`src/rtl/oad_pkg.sv`:
```
// ----------------------------------------------------------------------------
// oad_pkg
// Shared codes, widths and types of the obstacle avoidance drive controller.
// ----------------------------------------------------------------------------
package oad_pkg;

	localparam int DistW  = 12;
	localparam int TimeW  = 16;
	localparam int TickW  = 32;
	localparam int ModeW  = 3;
	localparam int MotW   = 3;
	localparam int SpeedW = 10;

	// drive modes
	localparam logic [ModeW-1:0] MODE_FORWARD       = 3'd0;
	localparam logic [ModeW-1:0] MODE_CORRECT_LEFT  = 3'd1;
	localparam logic [ModeW-1:0] MODE_CORRECT_RIGHT = 3'd2;
	localparam logic [ModeW-1:0] MODE_TURN_LEFT     = 3'd3;
	localparam logic [ModeW-1:0] MODE_TURN_RIGHT    = 3'd4;
	localparam logic [ModeW-1:0] MODE_BACK          = 3'd5;
	localparam logic [ModeW-1:0] MODE_ESCAPE_LEFT   = 3'd6;
	localparam logic [ModeW-1:0] MODE_ESCAPE_RIGHT  = 3'd7;

	// motor commands
	localparam logic [MotW-1:0] MOT_NONE    = 3'd0;
	localparam logic [MotW-1:0] MOT_FORWARD = 3'd1;
	localparam logic [MotW-1:0] MOT_LEFT    = 3'd2;
	localparam logic [MotW-1:0] MOT_RIGHT   = 3'd3;
	localparam logic [MotW-1:0] MOT_BACK    = 3'd4;

	localparam logic [SpeedW-1:0] SPEED_STRAIGHT = 10'd730;
	localparam logic [SpeedW-1:0] SPEED_TURN     = 10'd870;

	// configuration register indexes
	localparam int CfgIdxW = 3;
	localparam logic [CfgIdxW-1:0] REG_SAFE_DIST    = 3'd0;
	localparam logic [CfgIdxW-1:0] REG_EMER_DIST    = 3'd1;
	localparam logic [CfgIdxW-1:0] REG_TURN_DIFF    = 3'd2;
	localparam logic [CfgIdxW-1:0] REG_CORRECT_DIFF = 3'd3;
	localparam logic [CfgIdxW-1:0] REG_MIN_TURN     = 3'd4;
	localparam logic [CfgIdxW-1:0] REG_TURN_TIME    = 3'd5;
	localparam logic [CfgIdxW-1:0] REG_CORRECT_TIME = 3'd6;
	localparam logic [CfgIdxW-1:0] REG_BACK_TIME    = 3'd7;

	// step queue between classifier and mode engine
	localparam int QDepth = 4;
	localparam int QPtrW  = $clog2(QDepth);
	localparam int QCntW  = $clog2(QDepth + 1);

	typedef struct packed {
		logic [DistW-1:0] obstacle_dist;
		logic [DistW-1:0] stop_dist;
		logic [DistW-1:0] turn_difference;
		logic [DistW-1:0] correct_difference;
		logic [DistW-1:0] side_gap_dist;
		logic [TimeW-1:0] turn_time_ms;
		logic [TimeW-1:0] correct_time_ms;
		logic [TimeW-1:0] back_time_ms;
	} cfg_t;

	// one classified step: everything that does not depend on the mode state
	typedef struct packed {
		logic             emer_left;
		logic             emer_right;
		logic             emer_front;
		logic             fwd_change;
		logic [ModeW-1:0] fwd_mode;
		logic [ModeW-1:0] esc_mode;
		logic [TickW-1:0] now_ms;
	} step_t;

endpackage

```
`src/rtl/oad_front.sv`:
```
// ----------------------------------------------------------------------------
// oad_front
// Accepts sensor beats and classifies them against the distance thresholds.
// ----------------------------------------------------------------------------
module oad_front (
	input  logic                         clk,
	input  logic                         arst_n,
	input  oad_pkg::cfg_t                cfg,
	input  logic                         in_valid,
	output logic                         in_ready,
	input  logic [oad_pkg::DistW-1:0]    left_dist,
	input  logic [oad_pkg::DistW-1:0]    front_dist,
	input  logic [oad_pkg::DistW-1:0]    right_dist,
	input  logic [oad_pkg::TickW-1:0]    now_ms,
	output logic                         step_valid,
	input  logic                         step_ready,
	output oad_pkg::step_t               step
);
	import oad_pkg::*;

	localparam int DiffW = DistW + 2;

	logic signed [DiffW-1:0] diff;
	logic signed [DiffW-1:0] tdiff;
	logic signed [DiffW-1:0] cdiff;
	logic                    left_pref;
	logic                    right_pref;
	step_t                   cls;
	logic                    valid_s1;
	step_t                   step_s1;

	assign diff  = signed'({2'b00, left_dist}) - signed'({2'b00, right_dist});
	assign tdiff = signed'({2'b00, cfg.turn_difference});
	assign cdiff = signed'({2'b00, cfg.correct_difference});

	assign left_pref  = (left_dist > cfg.side_gap_dist) && (left_dist > right_dist);
	assign right_pref = (right_dist > cfg.side_gap_dist) && (right_dist > left_dist);

	always_comb begin
		cls            = '0;
		cls.now_ms     = now_ms;
		cls.emer_left  = left_dist < cfg.stop_dist;
		cls.emer_right = right_dist < cfg.stop_dist;
		cls.emer_front = front_dist < cfg.stop_dist;
		cls.fwd_change = 1'b1;
		if (front_dist <= cfg.obstacle_dist) begin
			if (left_pref && diff > tdiff) begin
				cls.fwd_mode = MODE_TURN_LEFT;
			end else if (right_pref && diff < -tdiff) begin
				cls.fwd_mode = MODE_TURN_RIGHT;
			end else if (left_pref) begin
				cls.fwd_mode = MODE_TURN_LEFT;
			end else if (right_pref) begin
				cls.fwd_mode = MODE_TURN_RIGHT;
			end else begin
				cls.fwd_mode = MODE_BACK;
			end
		end else if (diff >= cdiff && diff < tdiff) begin
			cls.fwd_mode = MODE_CORRECT_LEFT;
		end else if (diff <= -cdiff && diff > -tdiff) begin
			cls.fwd_mode = MODE_CORRECT_RIGHT;
		end else begin
			cls.fwd_mode   = MODE_FORWARD;
			cls.fwd_change = 1'b0;
		end
		// way out once a reverse phase has run its time
		if (left_dist > right_dist && left_dist > cfg.side_gap_dist) begin
			cls.esc_mode = MODE_ESCAPE_LEFT;
		end else if (right_dist > left_dist && right_dist > cfg.side_gap_dist) begin
			cls.esc_mode = MODE_ESCAPE_RIGHT;
		end else begin
			cls.esc_mode = MODE_BACK;
		end
	end

	assign in_ready = !valid_s1 || step_ready;

	always_ff @(posedge clk or negedge arst_n) begin
		if (!arst_n) begin
			valid_s1 <= 1'b0;
		end else if (in_ready) begin
			valid_s1 <= in_valid;
		end
	end

	always_ff @(posedge clk) begin
		if (in_ready && in_valid) begin
			step_s1 <= cls;
		end
	end

	assign step_valid = valid_s1;
	assign step       = step_s1;

endmodule

```
`src/rtl/oad_queue.sv`:
```
// ----------------------------------------------------------------------------
// oad_queue
// Short queue of classified steps between the classifier and the mode engine.
// ----------------------------------------------------------------------------
module oad_queue (
	input  logic           clk,
	input  logic           arst_n,
	input  logic           push_valid,
	output logic           push_ready,
	input  oad_pkg::step_t push_data,
	output logic           pop_valid,
	input  logic           pop_ready,
	output oad_pkg::step_t pop_data
);
	import oad_pkg::*;

	step_t            mem_q [QDepth];
	logic [QPtrW-1:0] wr_ptr_q;
	logic [QPtrW-1:0] rd_ptr_q;
	logic [QCntW-1:0] count_q;
	logic             push;
	logic             pop;

	assign push_ready = count_q != QCntW'(QDepth);
	assign pop_valid  = count_q != '0;
	assign push       = push_valid && push_ready;
	assign pop        = pop_valid && pop_ready;
	assign pop_data   = mem_q[rd_ptr_q];

	always_ff @(posedge clk) begin
		if (push) begin
			mem_q[wr_ptr_q] <= push_data;
		end
	end

	always_ff @(posedge clk or negedge arst_n) begin
		if (!arst_n) begin
			wr_ptr_q <= '0;
			rd_ptr_q <= '0;
			count_q  <= '0;
		end else begin
			if (push) begin
				wr_ptr_q <= wr_ptr_q + 1'b1;
			end
			if (pop) begin
				rd_ptr_q <= rd_ptr_q + 1'b1;
			end
			case ({push, pop})
				2'b10:   count_q <= count_q + 1'b1;
				2'b01:   count_q <= count_q - 1'b1;
				default: count_q <= count_q;
			endcase
		end
	end

endmodule

```
`src/rtl/oad_back.sv`:
```
// ----------------------------------------------------------------------------
// oad_back
// Mode engine: applies the emergency override and the timed mode rules,
// updates the drive mode and its start tick, registers the motor command.
// ----------------------------------------------------------------------------
module oad_back (
	input  logic                          clk,
	input  logic                          arst_n,
	input  oad_pkg::cfg_t                 cfg,
	input  logic                          step_valid,
	output logic                          step_ready,
	input  oad_pkg::step_t                step,
	output logic                          out_valid,
	input  logic                          out_ready,
	output logic [oad_pkg::MotW-1:0]      motion,
	output logic [oad_pkg::SpeedW-1:0]    drive_speed,
	output logic [oad_pkg::ModeW-1:0]     mode
);
	import oad_pkg::*;

	logic [ModeW-1:0]  mode_q;
	logic [TickW-1:0]  start_q;
	logic              out_valid_q;
	logic [MotW-1:0]   motion_q;
	logic [SpeedW-1:0] speed_q;
	logic [ModeW-1:0]  out_mode_q;

	logic [ModeW-1:0]  cur_mode;
	logic [TickW-1:0]  cur_start;
	logic [TickW-1:0]  elapsed;
	logic              corr_done;
	logic              turn_done;
	logic              back_done;
	logic [ModeW-1:0]  nxt_mode;
	logic [TickW-1:0]  nxt_start;
	logic [MotW-1:0]   nxt_motion;
	logic [SpeedW-1:0] nxt_speed;
	logic              take;

	// emergency override ahead of the mode rules
	always_comb begin
		cur_mode  = mode_q;
		cur_start = start_q;
		if (step.emer_left) begin
			if (mode_q != MODE_BACK && mode_q != MODE_ESCAPE_LEFT) begin
				cur_mode  = MODE_BACK;
				cur_start = step.now_ms;
			end
		end else if (step.emer_right) begin
			if (mode_q != MODE_BACK && mode_q != MODE_ESCAPE_RIGHT) begin
				cur_mode  = MODE_BACK;
				cur_start = step.now_ms;
			end
		end else if (step.emer_front) begin
			if (mode_q != MODE_BACK) begin
				cur_mode  = MODE_BACK;
				cur_start = step.now_ms;
			end
		end
	end

	assign elapsed   = step.now_ms - cur_start;
	assign corr_done = elapsed >= {{(TickW-TimeW){1'b0}}, cfg.correct_time_ms};
	assign turn_done = elapsed >= {{(TickW-TimeW){1'b0}}, cfg.turn_time_ms};
	assign back_done = elapsed >= {{(TickW-TimeW){1'b0}}, cfg.back_time_ms};

	always_comb begin
		nxt_mode   = cur_mode;
		nxt_start  = cur_start;
		nxt_motion = MOT_NONE;
		nxt_speed  = '0;
		case (cur_mode)
			MODE_FORWARD: begin
				if (step.fwd_change) begin
					nxt_mode  = step.fwd_mode;
					nxt_start = step.now_ms;
				end else begin
					nxt_motion = MOT_FORWARD;
					nxt_speed  = SPEED_STRAIGHT;
				end
			end
			MODE_CORRECT_LEFT, MODE_ESCAPE_LEFT: begin
				nxt_motion = MOT_LEFT;
				nxt_speed  = SPEED_TURN;
				if (corr_done) begin
					nxt_mode  = MODE_FORWARD;
					nxt_start = step.now_ms;
				end
			end
			MODE_CORRECT_RIGHT, MODE_ESCAPE_RIGHT: begin
				nxt_motion = MOT_RIGHT;
				nxt_speed  = SPEED_TURN;
				if (corr_done) begin
					nxt_mode  = MODE_FORWARD;
					nxt_start = step.now_ms;
				end
			end
			MODE_TURN_LEFT: begin
				nxt_motion = MOT_LEFT;
				nxt_speed  = SPEED_TURN;
				if (step.emer_left || step.emer_front) begin
					nxt_mode  = MODE_BACK;
					nxt_start = step.now_ms;
				end else if (turn_done) begin
					nxt_mode  = MODE_FORWARD;
					nxt_start = step.now_ms;
				end
			end
			MODE_TURN_RIGHT: begin
				nxt_motion = MOT_RIGHT;
				nxt_speed  = SPEED_TURN;
				if (step.emer_right || step.emer_front) begin
					nxt_mode  = MODE_BACK;
					nxt_start = step.now_ms;
				end else if (turn_done) begin
					nxt_mode  = MODE_FORWARD;
					nxt_start = step.now_ms;
				end
			end
			default: begin
				nxt_motion = MOT_BACK;
				nxt_speed  = SPEED_STRAIGHT;
				// restart the timer even when reverse is entered again
				if (back_done) begin
					nxt_mode  = step.esc_mode;
					nxt_start = step.now_ms;
				end
			end
		endcase
	end

	assign step_ready = !out_valid_q || out_ready;
	assign take       = step_valid && step_ready;

	always_ff @(posedge clk or negedge arst_n) begin
		if (!arst_n) begin
			mode_q      <= MODE_FORWARD;
			start_q     <= '0;
			out_valid_q <= 1'b0;
		end else begin
			if (step_ready) begin
				out_valid_q <= step_valid;
			end
			if (take) begin
				mode_q  <= nxt_mode;
				start_q <= nxt_start;
			end
		end
	end

	always_ff @(posedge clk) begin
		if (take) begin
			motion_q   <= nxt_motion;
			speed_q    <= nxt_speed;
			out_mode_q <= nxt_mode;
		end
	end

	assign out_valid   = out_valid_q;
	assign motion      = motion_q;
	assign drive_speed = speed_q;
	assign mode        = out_mode_q;

endmodule

```
`src/rtl/obstacle_avoid_drive_fsm.sv`:
```
// ----------------------------------------------------------------------------
// obstacle_avoid_drive_fsm
// Obstacle avoidance drive mode controller: one sensor beat in, one motor
// command beat out.
// ----------------------------------------------------------------------------
// Each sensor beat is one control step. A classifier stage compares the three
// distances against the thresholds, a four-entry queue holds classified
// steps, and the mode engine updates the drive mode and its start tick and
// registers the motor command. A new beat is taken every cycle while the
// classifier stage is empty or the queue has room. The rate is set by the
// mode engine, which must finish the mode and start tick update of one step
// before the next, and it does so as it takes each step. Either side may
// stall on its own; the queue absorbs the difference. Configuration writes
// are always accepted and must be made while no step is in flight.
module obstacle_avoid_drive_fsm (
	input  logic        clk,
	input  logic        arst_n,
	// configuration write channel
	input  logic        cfg_valid,
	output logic        cfg_ready,
	input  logic [2:0]  cfg_index,
	input  logic [15:0] cfg_data,
	// sensor beats
	input  logic        s_tvalid,
	output logic        s_tready,
	input  logic [71:0] s_tdata,  // left_dist[11:0], front_dist[23:12],
	                              // right_dist[35:24], now_ms[67:36], zero[71:68]
	// motor command beats
	output logic        m_tvalid,
	input  logic        m_tready,
	output logic [15:0] m_tdata   // motion[2:0], drive_speed[12:3], mode[15:13]
);
	import oad_pkg::*;

	cfg_t  cfg_q;
	logic  step_valid;
	logic  step_ready;
	step_t step;
	logic  q_valid;
	logic  q_ready;
	step_t q_step;

	logic [MotW-1:0]   motion;
	logic [SpeedW-1:0] drive_speed;
	logic [ModeW-1:0]  mode;

	assign cfg_ready = 1'b1;

	always_ff @(posedge clk or negedge arst_n) begin
		if (!arst_n) begin
			cfg_q.obstacle_dist      <= 12'd330;
			cfg_q.stop_dist          <= 12'd20;
			cfg_q.turn_difference    <= 12'd300;
			cfg_q.correct_difference <= 12'd200;
			cfg_q.side_gap_dist      <= 12'd150;
			cfg_q.turn_time_ms       <= 16'd700;
			cfg_q.correct_time_ms    <= 16'd150;
			cfg_q.back_time_ms       <= 16'd100;
		end else if (cfg_valid) begin
			case (cfg_index)
				REG_SAFE_DIST:    cfg_q.obstacle_dist      <= cfg_data[DistW-1:0];
				REG_EMER_DIST:    cfg_q.stop_dist          <= cfg_data[DistW-1:0];
				REG_TURN_DIFF:    cfg_q.turn_difference    <= cfg_data[DistW-1:0];
				REG_CORRECT_DIFF: cfg_q.correct_difference <= cfg_data[DistW-1:0];
				REG_MIN_TURN:     cfg_q.side_gap_dist      <= cfg_data[DistW-1:0];
				REG_TURN_TIME:    cfg_q.turn_time_ms       <= cfg_data;
				REG_CORRECT_TIME: cfg_q.correct_time_ms    <= cfg_data;
				REG_BACK_TIME:    cfg_q.back_time_ms       <= cfg_data;
				default:          cfg_q                    <= cfg_q;
			endcase
		end
	end

	oad_front u_front (
		.clk        (clk),
		.arst_n     (arst_n),
		.cfg        (cfg_q),
		.in_valid   (s_tvalid),
		.in_ready   (s_tready),
		.left_dist  (s_tdata[11:0]),
		.front_dist (s_tdata[23:12]),
		.right_dist (s_tdata[35:24]),
		.now_ms     (s_tdata[67:36]),
		.step_valid (step_valid),
		.step_ready (step_ready),
		.step       (step)
	);

	oad_queue u_queue (
		.clk        (clk),
		.arst_n     (arst_n),
		.push_valid (step_valid),
		.push_ready (step_ready),
		.push_data  (step),
		.pop_valid  (q_valid),
		.pop_ready  (q_ready),
		.pop_data   (q_step)
	);

	oad_back u_back (
		.clk         (clk),
		.arst_n      (arst_n),
		.cfg         (cfg_q),
		.step_valid  (q_valid),
		.step_ready  (q_ready),
		.step        (q_step),
		.out_valid   (m_tvalid),
		.out_ready   (m_tready),
		.motion      (motion),
		.drive_speed (drive_speed),
		.mode        (mode)
	);

	assign m_tdata = {mode, drive_speed, motion};

endmodule

```
`config.mk`:
```
export PLATFORM = sky130hd
export DESIGN_NAME = obstacle_avoid_drive_fsm
export DESIGN_NICKNAME = d
export VERILOG_FILES = /design/src/rtl/oad_pkg.sv /design/src/rtl/oad_front.sv /design/src/rtl/oad_queue.sv /design/src/rtl/oad_back.sv /design/src/rtl/obstacle_avoid_drive_fsm.sv
export SDC_FILE = /design/constraint.sdc
export NUM_CORES = 1
export LEC_CHECK = 0
export BUFFER_PORTS_ARGS = -buffer_cell sky130_fd_sc_hd__buf_2
export CORE_MARGIN = 10
export CORE_UTILIZATION = 32
export CTS_BUF_LIST = sky130_fd_sc_hd__clkbuf_8 sky130_fd_sc_hd__clkbuf_16
export CTS_CLUSTER_SIZE = 28
export DETAILED_ROUTE_END_ITERATION = 8
export PLACE_DENSITY = 0.58
export SLEW_MARGIN = 20
export SYNTH_ARGS = -nofsm -noshare
export SYNTH_HDL_FRONTEND = slang
export SYNTH_SLANG_ARGS = --single-unit
```
`constraint.sdc`:
```
create_clock -name clk -period 9 [get_ports clk]
set_clock_uncertainty 0.05 [all_clocks]
set_input_delay 1.35 -clock clk [delete_from_list [all_inputs] [get_ports clk]]
set_output_delay 1.35 -clock clk [all_outputs]
set_load 0.01 [all_outputs]
```
# ---- Yosys cells after proc, flatten, opt, wreduce, memory -nomap -nowiden
# Memory sizes are Yosys's and may differ from the RTL's.
# Cells that the tools add are included.
dict set report op_classes {
  n_addsub 8
  eq_ne 19
  muxes 42
  reduce_logical 34
  magnitude_cmp 17
}
# op count
set op_table {}
lappend op_table {{2-to-1 mux 32 bit} 12}
lappend op_table {{one-hot mux 32 bit (4 select lines)} 1}
lappend op_table {{>= comparator 32 x 16 -> 1 bit} 3}
lappend op_table {{2-to-1 mux 3 bit} 17}
lappend op_table {{> comparator 12 bit} 4}
lappend op_table {{< comparator 12 bit} 3}
lappend op_table {{subtractor 32 bit} 1}
lappend op_table {{negation 12 -> 14 bit} 2}
lappend op_table {{equality test 3 bit (second input constant)} 7}
lappend op_table {{one-hot mux 10 bit (2 select lines)} 1}
lappend op_table {{AND reduction 2 bit} 8}
lappend op_table {{>= comparator 14 x 13 -> 1 bit} 1}
lappend op_table {{> comparator 14 x 13 -> 1 bit} 1}
lappend op_table {{> comparator 14 bit} 1}
lappend op_table {{less-or-equal comparator 14 bit} 1}
lappend op_table {{< comparator 14 x 13 -> 1 bit} 1}
lappend op_table {{< comparator 14 bit} 1}
lappend op_table {{subtractor 12 x 12 -> 13 bit} 1}
lappend op_table {{equality test 3 x 2 -> 1 bit (second input constant)} 4}
lappend op_table {{less-or-equal comparator 12 bit} 1}
lappend op_table {{!= test 3 bit (second input constant)} 4}
lappend op_table {{one-hot mux 3 bit (4 select lines)} 1}
lappend op_table {{logical AND 1 bit} 11}
lappend op_table {{2-to-1 mux 10 bit} 1}
lappend op_table {{19 further kinds} 32}
dict set report word_totals {
  ramBits 168
  inputBits 96
  mem_count 1
  ff_bits 210
  word_cells 146
  output_inout_bits 19
}
# name words word_bits read_ports rd_ports_with_merged_regs write_ports line_no
set mem_list {}
lappend mem_list {u_queue.mem_q 4 42 1 0 1 oad_queue.sv:17} ;# step_t mem_q [QDepth];

# ---- Longest topological paths before layout
# Gate-level depths: netlist of run 1.
dict set report logic_depth {
  depth_word 10
  depth_mapped 30
  ltp_nobuf 27
}

# ---- By module
# Synthesis of run 1 repeated with hierarchy kept, for this count alone.
dict set report unflattened {
  cells_unflattened 1829
  hier_area_um2 22142.5
}
# mod seq_area_each_um2 instances area_per_inst_um2 cells_per_inst
set by_module_without_submodules {}
lappend by_module_without_submodules {oad_queue 5220.0 1 6480.0 257}
lappend by_module_without_submodules {oad_back 1171.1 1 6293.5 792}
lappend by_module_without_submodules {oad_front 1256.2 1 5152.4 542}
lappend by_module_without_submodules {obstacle_avoid_drive_fsm 2740.1 1 4216.5 238}

# ---- Least setup slack after synthesis of run 1
# No wires, ideal clock.
dict set report synth_path {
  path_type {reg2reg}
  start {register u_queue.rd_ptr_q[0]}
  end {register u_back.start_q[30]}
  stages_incl_launch_ff 30
  setup_ns 0.122
  setup_slack_ns 2.448
  required_ns 8.828
  period_less_slack_ns 6.552
  arrival_time_ns 6.381
  n_path_buf 4
  cell_sequence {dfrtp_1 > buf_2 > mux4_2 > or3_1 > clkbuf_1 > o31ai_2 > clkbuf_1 > mux2i_1 > ha_1 > a21oi_1 > nand2_1 > o21ai_0 > nand2_1 > a21o_1 > a21o_1 > a21oi_1 > o21bai_1 > xor2_1 > ha_1 > nand4_1 > nor3_1 > a21oi_1 > o211ai_1 > a31oi_1 > a22oi_1 > nand2_1 > a21oi_1 > clkbuf_1 > o21ai_0 > a32o_1}
}
dict set report synth_via {
  elab_chain_len 10
  word_cells_on_any_way 31
  classes_between {add/sub (1); order compare (3); eq/ne (6); mux (16); reduce/logical (4); memory (1)}
}
# item line_no
set synth_lines {}
lappend synth_lines {{start, declared} oad_queue.sv:19} ;# logic [QPtrW-1:0] rd_ptr_q;
lappend synth_lines {{start signal, assigned} oad_queue.sv:46} ;# rd_ptr_q <= rd_ptr_q + 1'b1;
lappend synth_lines {{memory (4 x 42 bit) (*)} --}
lappend synth_lines {{2-to-1 mux 32 bit} oad_back.sv:55} ;# if (mode_q != MODE_BACK) begin
lappend synth_lines {{2-to-1 mux 32 bit} oad_back.sv:54} ;# end else if (step.emer_front) begin
lappend synth_lines {{2-to-1 mux 32 bit} oad_back.sv:49} ;# end else if (step.emer_right) begin
lappend synth_lines {{2-to-1 mux 32 bit} oad_back.sv:44} ;# if (step.emer_left) begin
lappend synth_lines {{subtractor 32 bit} oad_back.sv:62} ;# assign elapsed = step.now_ms - cur_start;
lappend synth_lines {{>= comparator 32 x 16 -> 1 bit} oad_back.sv:64} ;# assign turn_done = elapsed >= {{(TickW-TimeW){1'b0}}, cfg.turn_time_ms};
lappend synth_lines {{2-to-1 mux 32 bit} {oad_back.sv:104, oad_back.sv:115}}
lappend synth_lines {{2-to-1 mux 32 bit, on equally long branches} {oad_back.sv:112, oad_back.sv:101}}
lappend synth_lines {{one-hot mux 32 bit (4 select lines) (*)} oad_back.sv:72} ;# case (cur_mode)
lappend synth_lines {{end signal, assigned} oad_back.sv:146} ;# start_q <= nxt_start;
lappend synth_lines {{end, declared} oad_back.sv:22} ;# logic [TickW-1:0] start_q;
# Mark *: on every way between the ends. The rest lies on a longest branch, timed or not.
# A chain may end at the register's enable or synchronous reset.

# ---- Worst setup path in the final report of run 1
dict set report layout_path {
  start {register u_queue.rd_ptr_q[0]}
  end {register u_back.start_q[1]}
}
# The elaborated chain is that of the path after synthesis.

==> results of run 1 <==
cell usage after synthesis (all sizes together) (7+ instances only):
cell type	count	share of area
mux2i	70	0.032
nand2	140	0.024
a2bb2oi	19	0.0077
a211oi	12	0.0042
a31oi	11	0.0039
edfxtp	214	0.30
mux4	41	0.043
nor2	60	0.010
xnor2	36	0.015
nand4	36	0.011
nor2b	25	0.0072
o21a	9	0.0031
and2	11	0.0032
dfstp	30	0.036
nand2b	33	0.0096
o21ai	127	0.029
xor2	14	0.0057
nor4	9	0.0032
a21o	68	0.024
nand3	19	0.0044
a21boi	7	0.0024
nor3	23	0.0064
a21oi	107	0.027
buf	31	0.0096
ha	219	0.13
inv	155	0.027
o31ai	7	0.0031
mux2	67	0.035
dfrtp	122	0.14
clkbuf	40	0.0069
a32o	11	0.0051
o211ai	15	0.0054
critical path, delay by kind of cell (launching register included):
| family | cells | cell delay [ns] |
|---|---|---|
| buffers and inverters | 2 | 0.83 |
| adder cells (fa/ha/maj) | 2 | 0.67 |
| AND/OR/NAND/NOR | 4 | 0.72 |
| flip-flops | 1 | 0.44 |
| AO/OA/AOI/OAI | 12 | 2.87 |
| XOR/XNOR | 1 | 0.30 |
| multiplexers | 3 | 1.46 |
through the flow:
step / util / hold slack [ns] / std cells / cell area [sq um]
2_1_floorplan: - / 0.4087 / 1864 / 21610
3_3_place_gp: 0.3442 / 0.4202 / 2791 / 23070
3_5_place_dp: 0.3443 / 0.4299 / 2791 / 23080
4_1_cts: 0.3647 / 0.4268 / 2865 / 24450
5_1_grt: 0.3653 / 0.4407 / 2868 / 24490
6_report: 0.3653 / 0.4365 / 2868 / 24490
cells by family after synthesis:
kind of cell,share of synthesized area
muxes,0.1100
adders and majority gates,0.1296
buffers and inverters,0.04347
AOI/OAI and AO/OA,0.1320
xor gates and xnor gates,0.02026
and+or+nand+nor,0.08926
DFF,0.4750
other,0.0003475
sequential cells by signal (all words and copies together), names as in the netlist:
signal and cells:
u_front.step 41, u_back.start_q 32, u_queue.rd_ptr_q 2, u_queue.wr_ptr_q 2, u_queue.count_q 3, u_back.motion 3, u_front.step_valid 1, u_back.drive_speed 3
u_queue.mem_q 164, u_back.out_valid 1, cfg_q 108, u_back.mode_q 3, u_back.mode 3
final cells by class:
class / instances / area share
clock buffers: 44 / 0.04450
clock inverters: 30 / 0.01144
inverters: 155 / 0.02376
multi-input cells: 1272 / 0.4272
flip-flops and latches: 366 / 0.4194
well taps: 873 / 0.04460
repair buffers: 128 / 0.02907
worst max path at each step:
stage                                                end
after global routing       u_back.start_q[1]$_DFFE_PN0P_
after global placement     u_back.start_q[1]$_DFFE_PN0P_
final                      u_back.start_q[1]$_DFFE_PN0P_
after detailed placement   u_back.start_q[1]$_DFFE_PN0P_
after floorplan           u_back.start_q[30]$_DFFE_PN0P_
after CTS                  u_back.start_q[1]$_DFFE_PN0P_
layer usage:
layer	wire length, um	global-route usage	vias up	part of all wire
met2	25360	0.2257	242	0.48
met5	13	0	-	0.00025
met1	24590	0.1786	7186	0.46
met3	1898	0.02147	66	0.036
li1	-	-	7106	-
met4	1088	0.03271	2	0.021
==> flow_summary.toml, run 1 <==
[critical_path]
crit_chain = "mux4_2 -> nor2b_1 -> nor2_1 -> o31ai_4 -> buf_4 -> mux2i_1 -> ha_1 -> o211ai_1 -> a21oi_1 -> o21ai_0 -> nand2_1 -> a21o_1 -> a21o_1 -> a21oi_1 -> o21bai_1 -> xor2_1 -> ha_1 -> a21o_1 -> a21o_1 -> a221oi_1 -> a21oi_2 -> nor4_4 -> buf_4 -> mux2_1"
critical_path.startpoint = "u_queue.rd_ptr_q[0]$_DFFE_PN0P_"
reg2regPathDepth = 24
setup.worst_path.start_class = "flop"
worst_path_most_repeated_cell = "a21o_1"
regToRegSetupSlack_ns = 1.51
endpoint_kind = "flop"
crit_fanout = 20
worstPathRequired_ns = 9.38
arrival_ns = 7.87
max_stage_delay_ns = 0.76
r2r-end = "u_back.start_q[1]$_DFFE_PN0P_"
rr_startpoint = "u_queue.rd_ptr_q[0]$_DFFE_PN0P_"
crit_path_top_delay_cell = "a221oi_1"
crit_type = "reg2reg"

[routing]
dr.pass1.iters = 7
drtAntennaViolNets = 0
vias = 14602
viasPerCell = 5.091
drt_iter0_markers = 861
drc = 0
wl_per_cell_um = 18.46
wirelength_um = 52950

[sta]
slew_viol_final = 0
fin_crit_ns = 7.488
setup_viol = 0
fin_setup_tns_ns = 0
hold_viol = 0
setup_slack_ns = 1.512
rsz0062_at_grt = "no"
clock.fmax_mhz = 133.6
finalCritPeriodShare = 0.8320
tightest_slew_ns = 1.037
maxSlewHeadroom = 0.3049

[floorplan]
row_count = 95
die_h_um = 279.9
die_w_um = 279.9
io_pins = 115
initial_core_util = 0.3224
core_area_sq_mm = 0.06704
dieArea_sq_mm = 0.07834

[clock_network]
clk_path_buf_depth = 3
postCtsSetupBuffers = 0
clk_latency_ns = 0.58
cts_buffers = 41
hold_buffers = 0
ctsResizeCount = 0
cts_sinks = 366
root_buffer = "clkbuf_16"
cts_tree = "built"
path_clk_slew_ns = 0.06
htreeDepth = 2

[cells_and_area]
layout_common_cells = "219 x ha_1, 214 x edfxtp_1, 160 x inv_1"
antenna_cells = 0
syn_to_final_growth_pct = 13.30
layout.nets = 2282
multiInputGateArea_sq_mm = 0.01046
fill_cells = 6614
final_common_cell = "ha_1"
drive_gt1_frac = 0.1850
ff_latch_area_sq_mm = 0.01027

[hold_path]
hold_start = "u_front.step[36]$_DFFE_PP_"
min_path_type = "reg2reg"
hold_depth = 0
hold_end = "u_queue.mem_q[1][35]$_DFFE_PP_"

[placement]
dp_slack_ns = 0.9878
hpwl_um = 38510
gp_congestion = 0.8791
io_buffers = 108

[logic_synthesis]
synth.cell_area_sq_mm = 0.02161
syn_nets = 2182
synth.yosys.seq_area_share = 0.4750
yosysWarnings = 0
synth.ff_latch_count = 366
synth_cell_types = 80
async_flop_share = 0.4153
syn_area_per_cell_sq_um = 11.60
synth_ff_type = "edfxtp_1"
synthCells = 1864
synth_edf_count = 214

[global_route]
grt_first_pass_wirelength_um = 84590
grt_pass1_vias = 15080
grt.overflow.total = 0
grt_max_degree = 90
antenna_found_initial = 3
grt_usage = 0.1345

[job]
maxCapViolations = 0

[outcome]
status = "complete, no violations"
Power of run 1 is left out: the tool's default activity adds up to more than one toggle a clock period on the data nets, which glitch-free logic cannot reach.
==> run 2: changes to the inputs <==
==> constraint.sdc (replaced) <==
create_clock -name clk -period 7.3 [get_ports clk]
set_clock_uncertainty 0.05 [all_clocks]
set_input_delay 1.095 -clock clk [delete_from_list [all_inputs] [get_ports clk]]
set_output_delay 1.095 -clock clk [all_outputs]
set_load 0.01 [all_outputs]
==> flow_summary.toml, run 2 (synthesized netlist as in run 1, its figures left out) <==
[global_route]
grt_pass1_vias = 15081
grt_max_degree = 104
antenna_found_initial = 3
grt.overflow.total = 0
grt_first_pass_wirelength_um = 84160
grt_usage = 0.1345

[sta]
setup_viol = 0
clock.fmax_mhz = 148.4
finalCritPeriodShare = 0.9230
maxSlewHeadroom = 0.3232
slew_viol_final = 0
fin_crit_ns = 6.738
hold_viol = 0
rsz0062_at_grt = "no"
tightest_slew_ns = 1.010
fin_setup_tns_ns = 0

[floorplan]
die_w_um = 279.9
dieArea_sq_mm = 0.07834
io_pins = 115
core_area_sq_mm = 0.06704
die_h_um = 279.9
initial_core_util = 0.3224
row_count = 95

[routing]
wl_per_cell_um = 18.52
drc = 0
dr.pass1.iters = 5
vias = 14595
viasPerCell = 5.073
wirelength_um = 53280
drt_iter0_markers = 819
drtAntennaViolNets = 0

[clock_network]
clk_path_buf_depth = 3
clk_latency_ns = 0.58
htreeDepth = 2
root_buffer = "clkbuf_16"
path_clk_slew_ns = 0.06
cts_tree = "built"
cts_sinks = 366
hold_buffers = 0
cts_buffers = 41

[placement]
hpwl_um = 39370
io_buffers = 108
gp_congestion = 0.8594

[job]
maxCapViolations = 0

[cells_and_area]
final_common_cell = "ha_1"
largest_reg_flops = 164
antenna_cells = 0
largest_register = "u_queue.mem_q"
layout.nets = 2289
drive_gt1_frac = 0.1901
syn_to_final_growth_pct = 13.90
layout_common_cells = "219 x ha_1, 214 x edfxtp_1, 163 x inv_1"

[hold_path]
min_path_type = "in2async"

[critical_path]
crit_fanout = 19
rr_startpoint = "u_queue.rd_ptr_q[0]$_DFFE_PN0P_"
endpoint_kind = "flop"
worstPathRequired_ns = 7.70
crit_type = "reg2reg"
arrival_ns = 7.14
critical_path.startpoint = "u_queue.rd_ptr_q[0]$_DFFE_PN0P_"
setup.worst_path.start_class = "flop"

[outcome]
status = "complete, no violations"
-- run 2: cell count changes in the layout (fill, tap and decap cells not counted), sizes merged --
cell	previous run	this run
clkbuf	44	47
inv	164	167
clkinv	11	7
buf	128	135
-- run 2: metal layers --
metal / part of all wire / wire length [um] / vias up / track usage
met1: 0.46 / 24480 / 7162 / 0.1745
met5: 0.00039 / 21 / - / 0
met3: 0.039 / 2079 / 77 / 0.02346
met4: 0.023 / 1250 / 4 / 0.03936
li1: - / - / 7102 / -
met2: 0.48 / 25450 / 250 / 0.2264
-- run 2: final timing paths --
path	slack, ns	cells after the start	end
max	0.56	27	u_back.start_q[8]$_DFFE_PN0P_
min	0.33	1	cfg_q[54]$_DFFE_PN0P_
max reg2reg	0.56	27	u_back.start_q[8]$_DFFE_PN0P_
min reg2reg	0.44	0	u_queue.mem_q[0][4]$_DFFE_PP_
max in group asynchronous	5.34	3	u_queue.rd_ptr_q[1]$_DFFE_PN0P_
min in group clk	0.44	0	u_queue.mem_q[0][4]$_DFFE_PP_
-- run 2: layout make-up --
cell class              count  area [sq um]
inverters                 155         581.8
multi-input cells        1272         10470
well taps                 873          1092
repair buffers            135         802.0
flip-flops and latches    366         10270
fillers                  6562         42420
clock buffers              47          1120
clock inverters            29         280.3
-- run 2: repair_timing --
| action | in CTS | in global routing |
|---|---|---|
| endpoints found under the setup margin | 0 | 30 |
| buffers inserted | 0 | 2 |
| gates resized for setup | 0 | 4 |
-- run 2: worst max-delay path, stage by stage, from the launching register on --
cell       delay (ns)
dfrtp_2          0.44
mux4_2           0.67
or3_1            0.54
o31ai_4          0.12
buf_12           0.17
mux2i_1          0.33
ha_1             0.33
a21oi_1          0.23
nand2_1          0.11
o21ai_0          0.29
nand2_1          0.15
a21o_1           0.20
a21o_1           0.20
a21oi_1          0.15
o21bai_1         0.08
xor2_1           0.19
ha_1             0.33
nand4_1          0.13
nor3_1           0.28
a21oi_1          0.10
o211ai_1         0.08
a31oi_1          0.13
a22oi_2          0.35
nand2_1          0.11
a21oi_2          0.19
buf_4            0.31
a2bb2oi_1        0.21
mux2i_1          0.10
-- run 2: through the flow --
stage	hold WS, ns	instances	utilization	instance area [sq um]	setup WS, ns
global placement	0.4170	2796	0.3449	23120	0.3417
global route	0.3229	2877	0.3672	24620	0.06371
CTS	0.4469	2872	0.3658	24520	0.2288
finish	0.3268	2877	0.3672	24620	0.5618
floorplan	0.4087	1864	-	21610	0.7478
detailed placement	0.4318	2796	0.3449	23120	0.2916
Power of run 2 is left out for the same reason.
==> run 3: changes to the inputs <==
--- a/config.mk
+++ b/config.mk
@@ -12,6 +12,7 @@
 export CTS_CLUSTER_SIZE = 28
 export DETAILED_ROUTE_END_ITERATION = 8
 export PLACE_DENSITY = 0.58
+export REMOVE_ABC_BUFFERS = 1
 export SLEW_MARGIN = 20
 export SYNTH_ARGS = -nofsm -noshare
 export SYNTH_HDL_FRONTEND = slang
==> flow_summary.toml, run 3 (synthesized netlist as in run 1, its figures left out) <==
[global_route]
grt_pass1_vias = 14971
grt_usage = 0.1352
grt.overflow.total = 0
grt_first_pass_wirelength_um = 84950
antenna_found_initial = 5
grt_max_degree = 91

[sta]
fin_crit_ns = 6.799
clock.fmax_mhz = 147.1
tightest_slew_ns = 1.041
holdWs_ns = 0.4370
maxSlewHeadroom = 0.3038
setup_viol = 0
setup_slack_ns = 0.5014
hold_viol = 0
finalCritPeriodShare = 0.9313
rsz0062_at_grt = "no"
slew_viol_final = 0

[cells_and_area]
drive_gt1_frac = 0.1894
final_core_util = 0.3671
largest_register = "u_queue.mem_q"
final_cell_area_sq_mm = 0.02461
final_common_cell = "ha_1"
syn_to_final_growth_pct = 13.86
largest_reg_flops = 164
layout_common_cells = "219 x ha_1, 214 x edfxtp_1, 163 x inv_1"
layout.nets = 2293

[critical_path]
max_stage_delay_ns = 0.63
endpoint_kind = "flop"
arrival_ns = 7.19
setup.worst_path.start_class = "flop"
regToRegSetupSlack_ns = 0.50
rr_startpoint = "u_queue.rd_ptr_q[0]$_DFFE_PN0P_"
crit_fanout = 31
worstPathRequired_ns = 7.69
critPathBufInv = 2
r2r-end = "u_back.start_q[1]$_DFFE_PN0P_"
reg2regPathDepth = 27
crit_type = "reg2reg"
cp_top_family = "compound AO/OA/AOI/OAI gates"
crit_path_top_delay_cell = "mux4_2"

[routing]
dr.pass1.iters = 6
wl_met1_um = 24550
highest_layer = "met5"
viasPerCell = 5.107
wl_per_cell_um = 18.58
vias = 14730
drc = 0
met2WireLength_um = 25550
drtAntennaViolNets = 0
wirelength_um = 53580
met3_wirelength_um = 2160
drt_iter0_markers = 984

[floorplan]
die_h_um = 279.9
dieArea_sq_mm = 0.07834
core_area_sq_mm = 0.06704
row_count = 95
die_w_um = 279.9
initial_core_util = 0.3224
io_pins = 115

[outcome]
status = "complete, no violations"

[clock_network]
htreeDepth = 2
path_clk_slew_ns = 0.06
cts_tree = "built"
hold_buffers = 0
clk_latency_ns = 0.56
cts_sinks = 366
root_buffer = "clkbuf_16"
cts_buffers = 40
clk_path_buf_depth = 3

[hold_path]
hold_depth = 0
min_path_type = "reg2reg"
hold_start = "u_front.step[39]$_DFFE_PP_"
hold_end = "u_queue.mem_q[0][38]$_DFFE_PP_"

[placement]
hpwl_um = 38900
dp_slack_ns = 0.1448
placed_area_sq_mm = 0.02314
gp_congestion = 0.9074
io_buffers = 108

[job]
maxCapViolations = 0
## run 3: cell types whose count changed in the layout (fill, tap and decap cells not counted), sizes merged
cell and delta:
buf +5, clkinvlp -3, clkbuf -3, clkinv +4, inv -1, diode +5
## run 3: area by class of cell
type / instances / area, sq um
Antenna cell: 5 / 12.51
Clock buffer: 44 / 1079
Clock inverter: 29 / 270.3
Fill cell: 6557 / 42430
Inverter: 155 / 581.8
Multi-Input combinational cell: 1272 / 10470
Sequential cell: 366 / 10270
Tap cell: 873 / 1092
Timing Repair Buffer: 140 / 832.0
## run 3: per-stage QoR
stage,cells,setup TNS [ns]
floorplan,1793,-103.05
global placement,2796,0
detailed placement,2796,0
CTS,2869,0
global route,2882,0
finish,2884,0
## run 3: what timing repair did
item | CTS | global route
buffers inserted | 0 | 9
gates resized for setup | 0 | 4
setup endpoints to repair | 0 | 35
## run 3: per-layer routing
metal,vias up,track usage
met5,-,0
met4,2,0.03950
met3,82,0.01997
met2,305,0.2248
met1,7213,0.1798
li1,7128,-
## run 3: how the worst max path moves through the flow
| stage | start | endpoint | slack (ns) | depth (start not counted) |
|---|---|---|---|---|
| final | u_queue.rd_ptr_q[0]$_DFFE_PN0P_ | u_back.start_q[1]$_DFFE_PN0P_ | 0.50 | 27 |
| after global routing | u_queue.rd_ptr_q[0]$_DFFE_PN0P_ | u_back.start_q[1]$_DFFE_PN0P_ | 0.009 | 27 |
| after CTS | u_queue.rd_ptr_q[0]$_DFFE_PN0P_ | u_back.start_q[1]$_DFFE_PN0P_ | 0.07 | 28 |
| after detailed placement | u_queue.rd_ptr_q[0]$_DFFE_PN0P_ | u_back.start_q[1]$_DFFE_PN0P_ | 0.14 | 28 |
| after global placement | u_queue.rd_ptr_q[0]$_DFFE_PN0P_ | u_back.start_q[21]$_DFFE_PN0P_ | 0.26 | 25 |
| after floorplan | u_queue.rd_ptr_q[0]$_DFFE_PN0P_ | u_back.start_q[1]$_DFFE_PN0P_ | -3.24 | 22 |
## run 3: worst reg2reg max path, cell delays in order (launching register included)
cell,delay (ns)
dfrtp_2,0.44
mux4_2,0.63
or3_1,0.55
o31ai_4,0.12
buf_12,0.17
mux2i_1,0.34
ha_1,0.34
a21oi_1,0.24
nand2_1,0.12
o21ai_0,0.24
nand2_1,0.13
a21o_1,0.19
a21o_1,0.19
a21oi_1,0.17
o21bai_1,0.14
xor2_2,0.21
ha_1,0.34
nand4_1,0.14
nor3_1,0.32
a21oi_1,0.12
o211ai_1,0.09
a31oi_1,0.12
a22oi_2,0.31
nand2_1,0.10
a21oi_2,0.15
buf_6,0.29
o21ai_0,0.12
mux2_1,0.30
Power of run 3 is left out for the same reason.
